**config.mk**
```make
export PLATFORM = sky130hd
export DESIGN_NAME = dual_slot_record_validate_select_core_flat
export DESIGN_NICKNAME = d
export VERILOG_FILES = /design/src/rtl/dsrv_pkg.sv /design/src/rtl/dsrv_ifs.sv /design/src/rtl/dual_slot_record_validate_select_core.sv /design/src/rtl/dsrv_parse.sv /design/src/rtl/dsrv_select.sv /design/src/rtl/dsrv_emit.sv /design/src/flat_wrapper.sv
export VERILOG_INCLUDE_DIRS = /design/src /design/src/rtl
export SDC_FILE = /design/constraint.sdc
export NUM_CORES = 1
export LEC_CHECK = 0
export BUFFER_PORTS_ARGS = -buffer_cell sky130_fd_sc_hd__buf_2
export CAP_MARGIN = 40
export CELL_PAD_IN_SITES_DETAIL_PLACEMENT = 0
export CELL_PAD_IN_SITES_GLOBAL_PLACEMENT = 2
export CORE_MARGIN = 2
export CORE_UTILIZATION = 34
export CTS_BUF_LIST = sky130_fd_sc_hd__clkbuf_8
export CTS_CLUSTER_SIZE = 10
export DETAILED_ROUTE_END_ITERATION = 8
export GPL_TIMING_DRIVEN = 0
export PLACE_DENSITY = 0.7
export REMOVE_ABC_BUFFERS = 1
export SLEW_MARGIN = 20
export SYNTH_ARGS = -nofsm -noshare
export SYNTH_HDL_FRONTEND = slang
export SYNTH_HIERARCHICAL = 1
export SYNTH_SLANG_ARGS = --single-unit
```
**constraint.sdc**
```tcl
create_clock -name i_clk -period 11.95 [get_ports i_clk]
set_input_delay 1.195 -clock i_clk [delete_from_list [all_inputs] [get_ports i_clk]]
set_output_delay 1.195 -clock i_clk [all_outputs]
set_load 0.01 [all_outputs]
```
**src/rtl/dual_slot_record_validate_select_core_assert.svh**
```systemverilog
// ----------------------------------------------------------------------------
// Assertion macros for the dual-slot record validate and select core
// Same-cycle implication and next-cycle implication checks on one clock.
// ----------------------------------------------------------------------------
`ifndef DUAL_SLOT_RECORD_VALIDATE_SELECT_CORE_ASSERT_SVH
`define DUAL_SLOT_RECORD_VALIDATE_SELECT_CORE_ASSERT_SVH

`ifndef NO_ASSERTIONS
`define DSRV_ASSERT_IMP(lbl, clk, rst_n, ante, cons) \
    lbl: assert property (@(posedge clk) disable iff (!rst_n) (ante) |-> (cons)) \
        else $error("same-cycle check failed");
`define DSRV_ASSERT_NXT(lbl, clk, rst_n, ante, cons) \
    lbl: assert property (@(posedge clk) disable iff (!rst_n) (ante) |=> (cons)) \
        else $error("next-cycle check failed");
`else
`define DSRV_ASSERT_IMP(lbl, clk, rst_n, ante, cons)
`define DSRV_ASSERT_NXT(lbl, clk, rst_n, ante, cons)
`endif

`endif

```
**src/rtl/dsrv_pkg.sv**
```systemverilog
// ----------------------------------------------------------------------------
// dsrv_pkg
// Widths, codes, status types and the CRC16-CCITT byte update.
// ----------------------------------------------------------------------------
`default_nettype none

package dsrv_pkg;

    localparam int BYTE_W          = 8;
    localparam int ID_W            = 32;
    localparam int GEN_W           = 16;
    localparam int SCORE_W         = 16;
    localparam int CRC_W           = 16;
    localparam int SLOT_W          = 2;
    localparam int IDX_W           = 3;
    localparam int POS_W           = 5;
    localparam int DEF_SCORE_COUNT = 5;

    localparam logic [CRC_W-1:0]  CRC_INIT  = 16'hFFFF;
    localparam logic [CRC_W-1:0]  CRC_POLY  = 16'h1021;
    localparam logic [BYTE_W-1:0] MARKER    = 8'hA5;
    localparam logic [BYTE_W-1:0] VERSION   = 8'h01;
    localparam logic [SLOT_W-1:0] SLOT_NONE = 2'd2;

    typedef struct packed {
        logic              done;
        logic              valid;
        logic              slot;
        logic              at_last;
    } t_rec_stat;

    typedef struct packed {
        logic              valid;
        logic              adopt;
        logic [SLOT_W-1:0] slot;
        logic [GEN_W-1:0]  gen;
    } t_sel_view;

    function automatic logic [CRC_W-1:0] crc_byte(input logic [CRC_W-1:0] c_in,
                                                  input logic [BYTE_W-1:0] b);
        logic [CRC_W-1:0] c;
        c = c_in ^ {b, 8'h00};
        for (int k = 0; k < BYTE_W; k++) begin
            if (c[CRC_W-1]) begin
                c = {c[CRC_W-2:0], 1'b0} ^ CRC_POLY;
            end else begin
                c = {c[CRC_W-2:0], 1'b0};
            end
        end
        return c;
    endfunction

endpackage

`default_nettype wire

```
**src/rtl/dsrv_ifs.sv**
```systemverilog
// ----------------------------------------------------------------------------
// dsrv channel interfaces
// Record byte channel and score result channel, valid/ready handshake.
// ----------------------------------------------------------------------------
`default_nettype none

interface dsrv_in_if;
    import dsrv_pkg::*;

    logic              valid;
    logic              ready;
    logic              kind;
    logic              record_slot;
    logic [BYTE_W-1:0] data_byte;

    modport source (output valid, kind, record_slot, data_byte, input ready);
    modport sink   (input valid, kind, record_slot, data_byte, output ready);
endinterface

interface dsrv_out_if;
    import dsrv_pkg::*;

    logic               valid;
    logic               ready;
    logic               record_valid;
    logic               record_adopted;
    logic [SLOT_W-1:0]  chosen_slot;
    logic [GEN_W-1:0]   chosen_generation;
    logic [IDX_W-1:0]   score_index;
    logic [SCORE_W-1:0] score_value;
    logic               last_of_run;

    modport source (output valid, record_valid, record_adopted, chosen_slot,
                    chosen_generation, score_index, score_value, last_of_run,
                    input ready);
    modport sink   (input valid, record_valid, record_adopted, chosen_slot,
                    chosen_generation, score_index, score_value, last_of_run,
                    output ready);
endinterface

`default_nettype wire

```
**src/rtl/dual_slot_record_validate_select_core.sv**
```systemverilog
// The first result word of a record leaves in the cycle after its last byte is accepted.
// Throughput: one record byte or begin-scan word per cycle while i_rec.ready is high; SCORE_COUNT
// result words per record, one per cycle while o_res.ready is high, from the result buffer.
// The last byte of a record waits only while the previous record's results are still queued.
// Reset (i_rst_n low, synchronous): parser to byte 0, selection to none, project id to 0.
// ----------------------------------------------------------------------------
// dual_slot_record_validate_select_core
// Validates saved records byte by byte and tracks the newest valid slot.
// ----------------------------------------------------------------------------
`default_nettype none

`include "dual_slot_record_validate_select_core_assert.svh"

module dual_slot_record_validate_select_core #(
    parameter int SCORE_COUNT = dsrv_pkg::DEF_SCORE_COUNT
) (
    input  logic                      i_clk,
    input  logic                      i_rst_n,
    input  logic                      i_cfg_we,
    input  logic [dsrv_pkg::ID_W-1:0] i_cfg_wdata,
    dsrv_in_if.sink                   i_rec,
    dsrv_out_if.source                o_res
);
    import dsrv_pkg::*;

    logic [ID_W-1:0]    r_project_id;
    t_rec_stat          w_stat;
    t_sel_view          w_view;
    logic [GEN_W-1:0]   w_gen;
    logic [SCORE_W-1:0] w_rec_scores [SCORE_COUNT];
    logic [SCORE_W-1:0] w_sel_scores [SCORE_COUNT];
    logic               w_busy;
    logic               w_acc;
    logic               w_byte_acc;
    logic               w_begin_acc;

    always_ff @(posedge i_clk) begin
        if (!i_rst_n) begin
            r_project_id <= '0;
        end else if (i_cfg_we) begin
            r_project_id <= i_cfg_wdata;
        end
    end

    assign i_rec.ready = !(w_busy && w_stat.at_last);
    assign w_acc       = i_rec.valid && i_rec.ready;
    assign w_byte_acc  = w_acc && i_rec.kind;
    assign w_begin_acc = w_acc && !i_rec.kind;

    dsrv_parse #(.SCORE_COUNT(SCORE_COUNT)) u_parse (
        .i_clk        (i_clk),
        .i_rst_n      (i_rst_n),
        .i_byte_acc   (w_byte_acc),
        .i_begin_acc  (w_begin_acc),
        .i_slot       (i_rec.record_slot),
        .i_byte       (i_rec.data_byte),
        .i_project_id (r_project_id),
        .o_stat       (w_stat),
        .o_gen        (w_gen),
        .o_scores     (w_rec_scores)
    );

    dsrv_select #(.SCORE_COUNT(SCORE_COUNT)) u_select (
        .i_clk    (i_clk),
        .i_rst_n  (i_rst_n),
        .i_clear  (w_begin_acc),
        .i_stat   (w_stat),
        .i_gen    (w_gen),
        .i_scores (w_rec_scores),
        .o_view   (w_view),
        .o_scores (w_sel_scores)
    );

    dsrv_emit #(.SCORE_COUNT(SCORE_COUNT)) u_emit (
        .i_clk    (i_clk),
        .i_rst_n  (i_rst_n),
        .i_load   (w_stat.done),
        .i_view   (w_view),
        .i_scores (w_sel_scores),
        .o_busy   (w_busy),
        .o_res    (o_res)
    );

    `DSRV_ASSERT_IMP(a_adopt_needs_valid, i_clk, i_rst_n, o_res.valid && o_res.record_adopted, o_res.record_valid)
    `DSRV_ASSERT_IMP(a_last_index, i_clk, i_rst_n, o_res.valid && o_res.last_of_run, o_res.score_index == IDX_W'(SCORE_COUNT - 1))
    `DSRV_ASSERT_IMP(a_none_is_zero, i_clk, i_rst_n, o_res.valid && (o_res.chosen_slot == SLOT_NONE), (o_res.chosen_generation == '0) && (o_res.score_value == '0))
    `DSRV_ASSERT_NXT(a_begin_restarts, i_clk, i_rst_n, w_begin_acc, !w_stat.at_last)

endmodule

`default_nettype wire

```
**src/rtl/dsrv_parse.sv**
```systemverilog
// ----------------------------------------------------------------------------
// dsrv_parse
// Byte-wise record parser: position, running CRC, field checks, field capture.
// ----------------------------------------------------------------------------
`default_nettype none

module dsrv_parse #(
    parameter int SCORE_COUNT = dsrv_pkg::DEF_SCORE_COUNT
) (
    input  logic                         i_clk,
    input  logic                         i_rst_n,
    input  logic                         i_byte_acc,
    input  logic                         i_begin_acc,
    input  logic                         i_slot,
    input  logic [dsrv_pkg::BYTE_W-1:0]  i_byte,
    input  logic [dsrv_pkg::ID_W-1:0]    i_project_id,
    output dsrv_pkg::t_rec_stat          o_stat,
    output logic [dsrv_pkg::GEN_W-1:0]   o_gen,
    output logic [dsrv_pkg::SCORE_W-1:0] o_scores [SCORE_COUNT]
);
    import dsrv_pkg::*;

    localparam int REC_LEN  = 10 + 2 * SCORE_COUNT;
    localparam int CRC_LAST = 7 + 2 * SCORE_COUNT;
    localparam logic [POS_W-1:0] P_LEN   = POS_W'(REC_LEN);
    localparam logic [POS_W-1:0] P_LAST  = POS_W'(REC_LEN - 1);
    localparam logic [POS_W-1:0] P_CRCL  = POS_W'(CRC_LAST);
    localparam logic [POS_W-1:0] P_CRCH  = POS_W'(CRC_LAST + 1);

    logic [POS_W-1:0]   r_pos, n_pos;
    logic [CRC_W-1:0]   r_crc, n_crc;
    logic               r_ok, n_ok;
    logic [BYTE_W-1:0]  r_low, n_low;
    logic               r_slot, n_slot;
    logic [GEN_W-1:0]   r_gen, n_gen;
    logic [SCORE_W-1:0] r_last, n_last;
    logic [SCORE_W-1:0] r_scores [SCORE_COUNT];
    logic [SCORE_W-1:0] n_scores [SCORE_COUNT];

    logic [POS_W-1:0]   p;
    logic [15:0]        word;
    logic [1:0]         id_idx;
    logic [BYTE_W-1:0]  id_byte;
    logic [IDX_W-1:0]   s;

    always_comb begin
        p       = (r_pos >= P_LEN) ? '0 : r_pos;
        word    = {i_byte, r_low};
        id_idx  = 2'(p - POS_W'(2));
        id_byte = i_project_id[{id_idx, 3'b000} +: BYTE_W];
        s       = IDX_W'((p - POS_W'(9)) >> 1);

        n_pos    = r_pos;
        n_crc    = r_crc;
        n_ok     = r_ok;
        n_low    = r_low;
        n_slot   = r_slot;
        n_gen    = r_gen;
        n_last   = r_last;
        n_scores = r_scores;

        if (i_begin_acc) begin
            n_pos = '0;
            n_crc = CRC_INIT;
            n_ok  = 1'b1;
        end else if (i_byte_acc) begin
            if (p == '0) begin
                n_slot = i_slot;
                n_crc  = CRC_INIT;
                n_ok   = (i_byte == MARKER);
            end else begin
                if (p <= P_CRCL) begin
                    n_crc = crc_byte(r_crc, i_byte);
                end
                if (p == POS_W'(1)) begin
                    if (i_byte != VERSION) begin
                        n_ok = 1'b0;
                    end
                end else if (p <= POS_W'(5)) begin
                    if (i_byte != id_byte) begin
                        n_ok = 1'b0;
                    end
                end else if (p <= P_CRCL) begin
                    if (!p[0]) begin
                        n_low = i_byte;
                    end else if (p == POS_W'(7)) begin
                        n_gen = word;
                    end else begin
                        n_scores[s] = word;
                        n_last      = word;
                        if (p != POS_W'(9) && word > r_last) begin
                            n_ok = 1'b0;
                        end
                    end
                end else if (p == P_CRCH) begin
                    n_low = i_byte;
                end
            end
            if (p == P_LAST) begin
                n_pos = '0;
                n_crc = CRC_INIT;
                n_ok  = 1'b1;
            end else begin
                n_pos = p + POS_W'(1);
            end
        end
    end

    always_ff @(posedge i_clk) begin
        if (!i_rst_n) begin
            r_pos  <= '0;
            r_crc  <= CRC_INIT;
            r_ok   <= 1'b1;
            r_low  <= '0;
            r_slot <= 1'b0;
        end else begin
            r_pos  <= n_pos;
            r_crc  <= n_crc;
            r_ok   <= n_ok;
            r_low  <= n_low;
            r_slot <= n_slot;
        end
    end

    always_ff @(posedge i_clk) begin
        r_gen    <= n_gen;
        r_last   <= n_last;
        r_scores <= n_scores;
    end

    assign o_stat.done    = i_byte_acc && (p == P_LAST);
    assign o_stat.valid   = r_ok && (r_crc == word);
    assign o_stat.slot    = r_slot;
    assign o_stat.at_last = (p == P_LAST);
    assign o_gen          = r_gen;
    assign o_scores       = r_scores;

endmodule

`default_nettype wire

```
**src/rtl/dsrv_select.sv**
```systemverilog
// ----------------------------------------------------------------------------
// dsrv_select
// Selection register: adopt valid record if none held or serially newer gen.
// ----------------------------------------------------------------------------
`default_nettype none

module dsrv_select #(
    parameter int SCORE_COUNT = dsrv_pkg::DEF_SCORE_COUNT
) (
    input  logic                         i_clk,
    input  logic                         i_rst_n,
    input  logic                         i_clear,
    input  dsrv_pkg::t_rec_stat          i_stat,
    input  logic [dsrv_pkg::GEN_W-1:0]   i_gen,
    input  logic [dsrv_pkg::SCORE_W-1:0] i_scores [SCORE_COUNT],
    output dsrv_pkg::t_sel_view          o_view,
    output logic [dsrv_pkg::SCORE_W-1:0] o_scores [SCORE_COUNT]
);
    import dsrv_pkg::*;

    logic [SLOT_W-1:0]  r_slot, n_slot;
    logic [GEN_W-1:0]   r_gen, n_gen;
    logic [SCORE_W-1:0] r_scores [SCORE_COUNT];
    logic [SCORE_W-1:0] n_scores [SCORE_COUNT];
    logic [GEN_W-1:0]   delta;
    logic               adopt;

    always_comb begin
        delta    = i_gen - r_gen;
        adopt    = i_stat.done && i_stat.valid &&
                   ((r_slot == SLOT_NONE) || ((delta != '0) && !delta[GEN_W-1]));
        n_slot   = r_slot;
        n_gen    = r_gen;
        n_scores = r_scores;
        priority if (i_clear) begin
            n_slot = SLOT_NONE;
            n_gen  = '0;
            for (int i = 0; i < SCORE_COUNT; i++) begin
                n_scores[i] = '0;
            end
        end else if (adopt) begin
            n_slot   = {1'b0, i_stat.slot};
            n_gen    = i_gen;
            n_scores = i_scores;
        end
    end

    always_ff @(posedge i_clk) begin
        if (!i_rst_n) begin
            r_slot <= SLOT_NONE;
            r_gen  <= '0;
            for (int i = 0; i < SCORE_COUNT; i++) begin
                r_scores[i] <= '0;
            end
        end else begin
            r_slot   <= n_slot;
            r_gen    <= n_gen;
            r_scores <= n_scores;
        end
    end

    assign o_view.valid = i_stat.valid;
    assign o_view.adopt = adopt;
    assign o_view.slot  = n_slot;
    assign o_view.gen   = n_gen;
    assign o_scores     = n_scores;

endmodule

`default_nettype wire

```
**src/rtl/dsrv_emit.sv**
```systemverilog
// ----------------------------------------------------------------------------
// dsrv_emit
// Result buffer: snapshot of one record's outcome, sent as one word per score.
// ----------------------------------------------------------------------------
`default_nettype none

module dsrv_emit #(
    parameter int SCORE_COUNT = dsrv_pkg::DEF_SCORE_COUNT
) (
    input  logic                         i_clk,
    input  logic                         i_rst_n,
    input  logic                         i_load,
    input  dsrv_pkg::t_sel_view          i_view,
    input  logic [dsrv_pkg::SCORE_W-1:0] i_scores [SCORE_COUNT],
    output logic                         o_busy,
    dsrv_out_if.source                   o_res
);
    import dsrv_pkg::*;

    localparam logic [IDX_W-1:0] IDX_LAST = IDX_W'(SCORE_COUNT - 1);

    logic               r_busy;
    logic [IDX_W-1:0]   r_idx;
    t_sel_view          r_view;
    logic [SCORE_W-1:0] r_sc [SCORE_COUNT];
    logic               last;
    logic               take;

    assign last = (r_idx == IDX_LAST);
    assign take = r_busy && o_res.ready;

    always_ff @(posedge i_clk) begin
        if (!i_rst_n) begin
            r_busy <= 1'b0;
            r_idx  <= '0;
        end else if (i_load) begin
            r_busy <= 1'b1;
            r_idx  <= '0;
        end else if (take) begin
            if (last) begin
                r_busy <= 1'b0;
            end else begin
                r_idx <= r_idx + IDX_W'(1);
            end
        end
    end

    always_ff @(posedge i_clk) begin
        if (i_load) begin
            r_view <= i_view;
            r_sc   <= i_scores;
        end else if (take) begin
            for (int k = 0; k < SCORE_COUNT - 1; k++) begin
                r_sc[k] <= r_sc[k+1];
            end
        end
    end

    assign o_busy                  = r_busy;
    assign o_res.valid             = r_busy;
    assign o_res.record_valid      = r_view.valid;
    assign o_res.record_adopted    = r_view.adopt;
    assign o_res.chosen_slot       = r_view.slot;
    assign o_res.chosen_generation = r_view.gen;
    assign o_res.score_index       = r_idx;
    assign o_res.score_value       = r_sc[0];
    assign o_res.last_of_run       = last;

endmodule

`default_nettype wire
```
**src/flat_wrapper.sv**
```systemverilog
// flat-port wrapper written by rule: the top's interface ports become plain ports
module dual_slot_record_validate_select_core_flat import dsrv_pkg::*;
#(
    parameter int SCORE_COUNT = dsrv_pkg::DEF_SCORE_COUNT
)
  (i_clk, i_rst_n, i_cfg_we, i_cfg_wdata, i_rec_valid, i_rec_kind, i_rec_record_slot, i_rec_data_byte, i_rec_ready, o_res_valid, o_res_record_valid, o_res_record_adopted, o_res_chosen_slot, o_res_chosen_generation, o_res_score_index, o_res_score_value, o_res_last_of_run, o_res_ready);
  dsrv_in_if i_rec_i ();
  dsrv_out_if o_res_i ();
  input  logic i_clk;
  input  logic i_rst_n;
  input  logic i_cfg_we;
  input  logic [dsrv_pkg::ID_W-1:0] i_cfg_wdata;
  input wire logic [$bits(i_rec_i.valid)-1:0] i_rec_valid;
  input wire logic [$bits(i_rec_i.kind)-1:0] i_rec_kind;
  input wire logic [$bits(i_rec_i.record_slot)-1:0] i_rec_record_slot;
  input wire logic [$bits(i_rec_i.data_byte)-1:0] i_rec_data_byte;
  output wire logic [$bits(i_rec_i.ready)-1:0] i_rec_ready;
  output wire logic [$bits(o_res_i.valid)-1:0] o_res_valid;
  output wire logic [$bits(o_res_i.record_valid)-1:0] o_res_record_valid;
  output wire logic [$bits(o_res_i.record_adopted)-1:0] o_res_record_adopted;
  output wire logic [$bits(o_res_i.chosen_slot)-1:0] o_res_chosen_slot;
  output wire logic [$bits(o_res_i.chosen_generation)-1:0] o_res_chosen_generation;
  output wire logic [$bits(o_res_i.score_index)-1:0] o_res_score_index;
  output wire logic [$bits(o_res_i.score_value)-1:0] o_res_score_value;
  output wire logic [$bits(o_res_i.last_of_run)-1:0] o_res_last_of_run;
  input wire logic [$bits(o_res_i.ready)-1:0] o_res_ready;
  assign i_rec_i.valid = i_rec_valid;
  assign i_rec_i.kind = i_rec_kind;
  assign i_rec_i.record_slot = i_rec_record_slot;
  assign i_rec_i.data_byte = i_rec_data_byte;
  assign i_rec_ready = i_rec_i.ready;
  assign o_res_valid = o_res_i.valid;
  assign o_res_record_valid = o_res_i.record_valid;
  assign o_res_record_adopted = o_res_i.record_adopted;
  assign o_res_chosen_slot = o_res_i.chosen_slot;
  assign o_res_chosen_generation = o_res_i.chosen_generation;
  assign o_res_score_index = o_res_i.score_index;
  assign o_res_score_value = o_res_i.score_value;
  assign o_res_last_of_run = o_res_i.last_of_run;
  assign o_res_i.ready = o_res_ready;
  dual_slot_record_validate_select_core #(.SCORE_COUNT(SCORE_COUNT)) u_core (.i_clk(i_clk), .i_rst_n(i_rst_n), .i_cfg_we(i_cfg_we), .i_cfg_wdata(i_cfg_wdata), .i_rec(i_rec_i), .o_res(o_res_i));
endmodule
```
## Word level (Yosys, flattened, before mapping)

Index checks and enable logic that the tools add are counted.

- RAM bits: 0
- Input bits: 47
- Latch bits: 0
- ROM bits: 0
- Memories: 0
- Output and inout port bits: 42
- Flip-flop bits (word level): 377
- Word-level logic and storage cells: 178

- $add $sub $neg: 5
- Shift-type cells: 1
- Bitwise operators: 17
- Eq/ne operators: 15
- Divide/modulo/power cells: 0
- Multiplexer cells: 68
- Magnitude comparators: 6
- Multiply operators: 0
- Reduce and logical (&&, ||, !) cells: 35

Operators by type and width:

| cell | number |
|---|---|
| $mux 16 | 34 |
| $mux 80 | 2 |
| $mux 64 | 2 |
| $mux 13 | 8 |
| $bwmux 80 | 1 |
| $demux 16 s3 | 1 |
| $shiftx 32x6->8 | 1 |
| $mux 8 | 3 |
| $not 3->3 | 8 |
| $eq 16x16->1 | 1 |
| $gt 16x16->1 | 1 |
| $reduce_and 8->1 | 2 |
| $reduce_bool 16->1 | 1 |
| $sub 16x16->16 | 1 |
| $xor 16x16->16 | 1 |
| $reduce_bool 5->1 | 3 |
| $reduce_and 7->1 | 2 |
| $mux 1 | 13 |
| $logic_and 1x1->1 | 12 |
| $eq 5x5->1 const B | 2 |
| $mux 5 | 2 |
| $ne 5x4->1 const B | 2 |
| $eq 8x8->1 const B | 1 |
| $ne 8x1->1 const B | 1 |
| other kinds (28) | 42 |

## Logic depth before layout (Yosys ltp)

- Word-level depth: 50
- Mapped depth: 20
- Depth with buffers taken out: 13

## By module

Netlist, hierarchy kept.

By module, submodules not included:

| module | times used | seq. area each (µm²) | area each (µm²) | cells an instance |
|---|---|---|---|---|
| dsrv_select | 1 | 1961.9 | 7131.8 | 887 |
| dsrv_parse | 1 | 3983.8 | 6092.1 | 466 |
| dsrv_emit | 1 | 3083.0 | 4120.2 | 216 |
| dual_slot_record_validate_select_core | 1 | 640.6 | 1262.5 | 106 |

## Worst setup path before layout

OpenSTA, ideal clock, no wires.

- Path type: register to register
- Start point: register u_core.u_parse.r_pos[2]
- End point: register u_core.u_emit.r_sc, in the netlist u_core/u_emit/o_res.score_value[0], enable pin
- Setup time: 0.424 ns
- Arrival time: 4.962 ns
- Stages on the path, launching flop included: 17
- Path slack: 6.565 ns
- Buffers on the path: 6
- Cells stage by stage: dfxtp_1 -> buf_6 -> o21ai_2 -> buf_6 -> and2_1 -> ha_1 -> clkbuf_1 -> nand3_1 -> inv_1 -> nand2_1 -> and3_1 -> clkbuf_1 -> and2_1 -> buf_2 -> buf_4 -> inv_1 -> nand2_1

RTL lines:

| element | RTL line | RTL |
|---|---|---|
| start, declared | dsrv_parse.sv:30 | `logic [POS_W-1:0] r_pos, n_pos;` |
| start signal, assigned | dsrv_parse.sv:117 | `r_pos <= n_pos;` |
| end signal, assigned | dsrv_emit.sv:51 | `r_sc <= i_scores;` |
| end signal, assigned by index | dsrv_emit.sv:54 | `r_sc[k] <= r_sc[k+1];` |
| end, declared | dsrv_emit.sv:25 | `logic [SCORE_W-1:0] r_sc [SCORE_COUNT];` |

==> impl_metrics.prom <==
# TYPE chip_impl_metric gauge
chip_impl_metric{name="drive_gt1_frac",unit=""} 0.1622
chip_impl_metric{name="power.switching",unit="uW"} 627.9
chip_impl_metric{name="flow.area_growth_from_synthesis",unit="%"} 14.96
chip_impl_metric{name="setup_viol",unit=""} 0
chip_impl_metric{name="post-dp-hpwl",unit="um"} 26420
chip_impl_metric{name="post-route-min-period",unit="ns"} 5.847
chip_impl_metric{name="final.hold.worst_slack",unit="ns"} 0.4547
chip_impl_metric{name="pin_count",unit=""} 89
chip_impl_metric{name="path_depth",unit=""} 18
chip_impl_metric{name="placed_cell_area",unit="um^2"} 20070
chip_impl_metric{name="ff2ff_path_depth",unit=""} 18
chip_impl_metric{name="post_synth.cell_area_avg",unit="um^2"} 11.11
chip_impl_metric{name="initial_standard_cell_utilization_of_the_core",unit=""} 0.3451
chip_impl_metric{name="power_leakage",unit="nW"} 7.050
chip_impl_metric{name="placement.io_buffers",unit=""} 88
chip_impl_metric{name="drt_first_iter_violations",unit=""} 608
chip_impl_info{name="top_ff_cell_synth",value="sky130_fd_sc_hd__edfxtp_1"} 1
chip_impl_info{name="crit_path_end_kind",value="flip-flop"} 1
chip_impl_info{name="reg2reg_from",value="u_core/u_parse/r_pos[4]"} 1
chip_impl_metric{name="path_max_fanout",unit=""} 35
chip_impl_metric{name="worst_skew_pair_latency",unit="ns"} 0.64
chip_impl_metric{name="clkTransAtPathRegs",unit="ns"} 0.06
chip_impl_metric{name="non_filler_instances",unit=""} 2511
chip_impl_info{name="timing.hold.worst.start",value="u_core/u_select/r_scores[15]"} 1
chip_impl_metric{name="grt_pass1_vias",unit=""} 12057
chip_impl_metric{name="finalMaxSlewViolations",unit=""} 0
chip_impl_metric{name="post-cts-setup-buffers",unit=""} 0
chip_impl_metric{name="finalInstanceArea",unit="um^2"} 21390
chip_impl_metric{name="std_cell_rows",unit=""} 85
chip_impl_info{name="outcome",value="complete, no violations"} 1
chip_impl_metric{name="tritoncts.num_buffers",unit=""} 73
chip_impl_metric{name="drcViolationCount",unit=""} 0
chip_impl_metric{name="seqPwrFrac",unit=""} 0.515
chip_impl_info{name="critical_path.top_delay_family",value="simple AND/OR/NAND/NOR gates"} 1
chip_impl_metric{name="synth_edf_count",unit=""} 212
chip_impl_metric{name="ant_nets",unit=""} 0
chip_impl_info{name="clk_root_buffer_cell",value="sky130_fd_sc_hd__clkbuf_8"} 1
chip_impl_metric{name="die_w",unit="um"} 237.9
chip_impl_info{name="worst_r2r_endpoint",value="u_core/u_emit/r_sc[51]"} 1
chip_impl_metric{name="dieHeight",unit="um"} 237.9
chip_impl_metric{name="power_density",unit="nW/um^2"} 124.7
chip_impl_info{name="crit_slowest_cell",value="sky130_fd_sc_hd__dfxtp_1"} 1
chip_impl_metric{name="global_route.usage.total",unit=""} 0.1487
chip_impl_metric{name="sw_frac_of_total",unit=""} 0.2355
chip_impl_info{name="rsz0062_at_grt",value="false"} 1
chip_impl_metric{name="grt_pass1_wl",unit="um"} 66230
chip_impl_info{name="cp-start-kind",value="flip-flop"} 1
chip_impl_metric{name="gp_congestion",unit=""} 0.7696
chip_impl_metric{name="worst_ir_drop_vdd",unit="mV"} 0.05691
chip_impl_metric{name="fin_nets",unit=""} 1842
chip_impl_metric{name="worst-r2r-setup-slack",unit="ns"} 6.10
chip_impl_metric{name="vias_per_cell",unit=""} 4.789
chip_impl_metric{name="post_cts_resized",unit=""} 0
chip_impl_metric{name="wirelength",unit="um"} 41860
chip_impl_metric{name="placed_cells",unit=""} 2380
chip_impl_metric{name="worst_hold_path.num_cells",unit=""} 2
chip_impl_metric{name="cp_data_arrival_time",unit="ns"} 6.22
chip_impl_metric{name="yosys_register_bits",unit=""} 377
chip_impl_metric{name="hold_viol_final",unit=""} 0
chip_impl_metric{name="yosys_warnings",unit=""} 6
chip_impl_metric{name="drv.max_cap_violation_count",unit=""} 0
chip_impl_metric{name="grt-ovfl-total",unit=""} 0
chip_impl_metric{name="syn-cell-area",unit="um^2"} 18610
chip_impl_metric{name="finalCoreUtilization",unit=""} 0.3967
chip_impl_metric{name="ys_seq_area_frac",unit=""} 0.5197
chip_impl_info{name="final_common_cell",value="sky130_fd_sc_hd__mux2i_1"} 1
chip_impl_metric{name="timing.max_slew.rel_slack",unit=""} 0.4419
chip_impl_metric{name="clock.fmax",unit="MHz"} 171.0
chip_impl_info{name="path_cells",value="o21ai_2 > buf_6 > and2_1 > ha_1 > nand3_1 > inv_1 > nand2_1 > and3_1 > and2_4 > o2111ai_1 > a31oi_4 > buf_16 > buf_8 > buf_16 > buf_16 > buf_16 > mux2i_1 > mux2_1"} 1
chip_impl_metric{name="synth-async-reset-ratio",unit=""} 0
chip_impl_info{name="top_library_cells_by_usage_in_the_layout_fill_and_taps_aside",value="sky130_fd_sc_hd__mux2i_1, sky130_fd_sc_hd__nand2_1, sky130_fd_sc_hd__edfxtp_1, sky130_fd_sc_hd__nand2b_1, sky130_fd_sc_hd__dfxtp_1"} 1
chip_impl_metric{name="critical_path.max_stage_delay",unit="ns"} 0.82
chip_impl_metric{name="grt_antenna_before_repair",unit=""} 2
chip_impl_metric{name="postSynthCellCount",unit=""} 1675
chip_impl_metric{name="comb_power_share",unit=""} 0.046
chip_impl_metric{name="dieArea",unit="um^2"} 56610
chip_impl_info{name="critical-path-top-cell-by-count",value="sky130_fd_sc_hd__buf_16"} 1
chip_impl_metric{name="path_buf_inv",unit=""} 7
chip_impl_metric{name="drtPass1Iterations",unit=""} 5
chip_impl_metric{name="final_routed_wire_length_divided_by_cell_count",unit="um"} 16.67
chip_impl_metric{name="slew_at_the_pin_closest_to_its_max_slew_limit",unit="ns"} 0.8323
chip_impl_metric{name="design_power_total",unit="mW"} 2.666
chip_impl_metric{name="clkSinkCount",unit=""} 377
chip_impl_metric{name="internal_power",unit="mW"} 2.039
chip_impl_info{name="hold_path_class",value="reg2reg"} 1
chip_impl_metric{name="clock_tree.htree_level_count",unit=""} 3
chip_impl_metric{name="fin_worst_skew",unit="ns"} 0.03544
chip_impl_info{name="worstSetupPathType",value="reg2reg"} 1
chip_impl_metric{name="routed-via-count",unit=""} 12026
chip_impl_info{name="cts_tree",value="yes"} 1
chip_impl_metric{name="clock_tree.buffer_depth",unit=""} 3
chip_impl_metric{name="clock_power_share",unit=""} 0.438
chip_impl_metric{name="crit_required",unit="ns"} 12.32
chip_impl_metric{name="ratio_of_final_minimum_period_to_clock_period",unit=""} 0.4893
chip_impl_metric{name="hold_buffers",unit=""} 0
chip_impl_info{name="worstHoldEndpoint",value="u_core/u_select/r_scores[15]"} 1
chip_impl_metric{name="post_synth_num_cell_types",unit=""} 67
chip_impl_metric{name="maximum_number_of_pins_on_one_net_before_global_route_repair",unit=""} 73
chip_impl_metric{name="core_box_area",unit="um^2"} 53920
-- worst max path at each step --
stage	startpoint	endpoint
2_1_floorplan	u_core/u_parse/r_pos[4]	u_core/u_emit/o_res.record_adopted
3_3_place_gp	u_core/u_parse/r_pos[4]	u_core/u_emit/o_res.record_adopted
3_5_place_dp	u_core/u_parse/r_pos[4]	u_core/u_emit/r_sc[51]
4_1_cts	u_core/u_parse/r_pos[4]	u_core/u_emit/r_sc[34]
5_1_grt	u_core/u_parse/r_pos[4]	u_core/u_emit/r_sc[52]
6_report	u_core/u_parse/r_pos[4]	u_core/u_emit/r_sc[51]
-- cell usage after synthesis (3+ instances only) --
cell | number | share of area
sky130_fd_sc_hd__mux2i_1 | 248 | 0.13
sky130_fd_sc_hd__nand2_1 | 235 | 0.047
sky130_fd_sc_hd__edfxtp_1 | 212 | 0.34
sky130_fd_sc_hd__nand2b_1 | 201 | 0.068
sky130_fd_sc_hd__dfxtp_1 | 165 | 0.18
sky130_fd_sc_hd__inv_1 | 58 | 0.012
sky130_fd_sc_hd__clkbuf_1 | 55 | 0.011
sky130_fd_sc_hd__mux2_2 | 53 | 0.032
sky130_fd_sc_hd__nor2b_1 | 50 | 0.017
sky130_fd_sc_hd__nor2_1 | 41 | 0.0083
sky130_fd_sc_hd__ha_1 | 35 | 0.024
sky130_fd_sc_hd__a21oi_1 | 25 | 0.0067
sky130_fd_sc_hd__buf_4 | 25 | 0.010
sky130_fd_sc_hd__xnor2_1 | 25 | 0.012
sky130_fd_sc_hd__xor2_1 | 23 | 0.011
sky130_fd_sc_hd__nand3_1 | 22 | 0.0059
sky130_fd_sc_hd__buf_6 | 21 | 0.013
sky130_fd_sc_hd__o21ai_0 | 21 | 0.0056
sky130_fd_sc_hd__o22ai_1 | 16 | 0.0054
sky130_fd_sc_hd__buf_2 | 15 | 0.0040
sky130_fd_sc_hd__mux2_1 | 11 | 0.0067
sky130_fd_sc_hd__a31oi_1 | 10 | 0.0034
sky130_fd_sc_hd__nor3_1 | 10 | 0.0027
sky130_fd_sc_hd__nand4_1 | 8 | 0.0027
sky130_fd_sc_hd__nor4_1 | 8 | 0.0027
sky130_fd_sc_hd__a21o_1 | 6 | 0.0024
sky130_fd_sc_hd__o221ai_1 | 6 | 0.0028
sky130_fd_sc_hd__o211ai_1 | 5 | 0.0020
sky130_fd_sc_hd__and3_1 | 4 | 0.0013
sky130_fd_sc_hd__nand3b_1 | 4 | 0.0016
sky130_fd_sc_hd__o21ai_1 | 4 | 0.0011
sky130_fd_sc_hd__o21bai_1 | 4 | 0.0016
sky130_fd_sc_hd__a211oi_1 | 3 | 0.0012
sky130_fd_sc_hd__buf_12 | 3 | 0.0032
sky130_fd_sc_hd__o2111ai_1 | 3 | 0.0014
sky130_fd_sc_hd__or3_1 | 3 | 0.0010
-- sequential cells by signal, summed over array words and instances (netlist names) --
signal                                 cells
u_core/r_project_id                       32
u_core/u_select/r_scores                  80
u_core/u_emit/o_res.record_adopted         1
u_core/u_parse/r_slot                      1
u_core/u_parse/o_scores                   80
u_core/u_parse/r_pos                       5
u_core/u_emit/o_res.score_value           16
u_core/u_select/r_slot                     2
u_core/u_emit/o_res.record_valid           1
u_core/u_emit/o_res.chosen_generation     16
u_core/u_emit/r_sc                        64
u_core/u_parse/o_gen                      16
u_core/u_emit/o_res.chosen_slot            2
u_core/u_select/r_gen                     16
u_core/u_parse/r_crc                      16
u_core/u_emit/o_busy                       1
u_core/u_parse/r_last                     16
u_core/u_parse/r_ok                        1
u_core/u_parse/r_low                       8
u_core/u_emit/o_res.score_index            3
-- power by group through the flow --
stage / combinational [mW] / sequential (mW) / clock (mW)
4_1_cts: 0.126 / 1.37 / 1.22
3_3_place_gp: 0.129 / 1.40 / 0
3_5_place_dp: 0.126 / 1.40 / 0
6_report: 0.123 / 1.37 / 1.17
5_1_grt: 0.137 / 1.37 / 1.28
2_1_floorplan: 0.0768 / 1.40 / 0
-- stage by stage --
step	TNS, ns	setup WS (ns)
after floorplan	-1628.81	-10.03
after global placement	-3352.05	-19.35
after detailed placement	0	5.993
after CTS	0	6.006
after global routing	0	5.619
final	0	6.103
-- final cells by class --
type | instances | area (um^2)
well taps | 696 | 870.8
clock inverters | 48 | 197.7
diodes | 2 | 5.005
fillers | 5177 | 32530
flip-flops and latches | 377 | 9671
repair buffers | 130 | 1294
inverters | 58 | 217.7
clock buffers | 81 | 1115
multi-input cells | 1119 | 8019
-- layer usage --
metal	track usage	part of all wire
met3	0.03378	0.050
met1	0.1883	0.46
met4	0.05298	0.021
met5	0	0.00031
met2	0.2488	0.47
-- kinds of logic after synthesis --
| family | synth area share |
|---|---|
| multiplexers | 0.1721 |
| adder cells (fa/ha/maj) | 0.02461 |
| flip-flops | 0.5197 |
| buffers and inverters | 0.05333 |
| AO/OA/AOI/OAI | 0.04425 |
| AND/OR/NAND/NOR | 0.1634 |
| XOR/XNOR | 0.02259 |
-- worst register-to-register path: cells and delay by family (launching register included) --
| kind | cells | cell delay, ns |
|---|---|---|
| AO/OA/AOI/OAI | 3 | 1.20 |
| AND/OR/NAND/NOR | 5 | 1.54 |
| adder cells (fa/ha/maj) | 1 | 0.34 |
| buffers and inverters | 7 | 1.36 |
| multiplexers | 2 | 0.39 |
| flip-flops | 1 | 0.82 |
No activity file was read; power rests on OpenSTA's default activity.
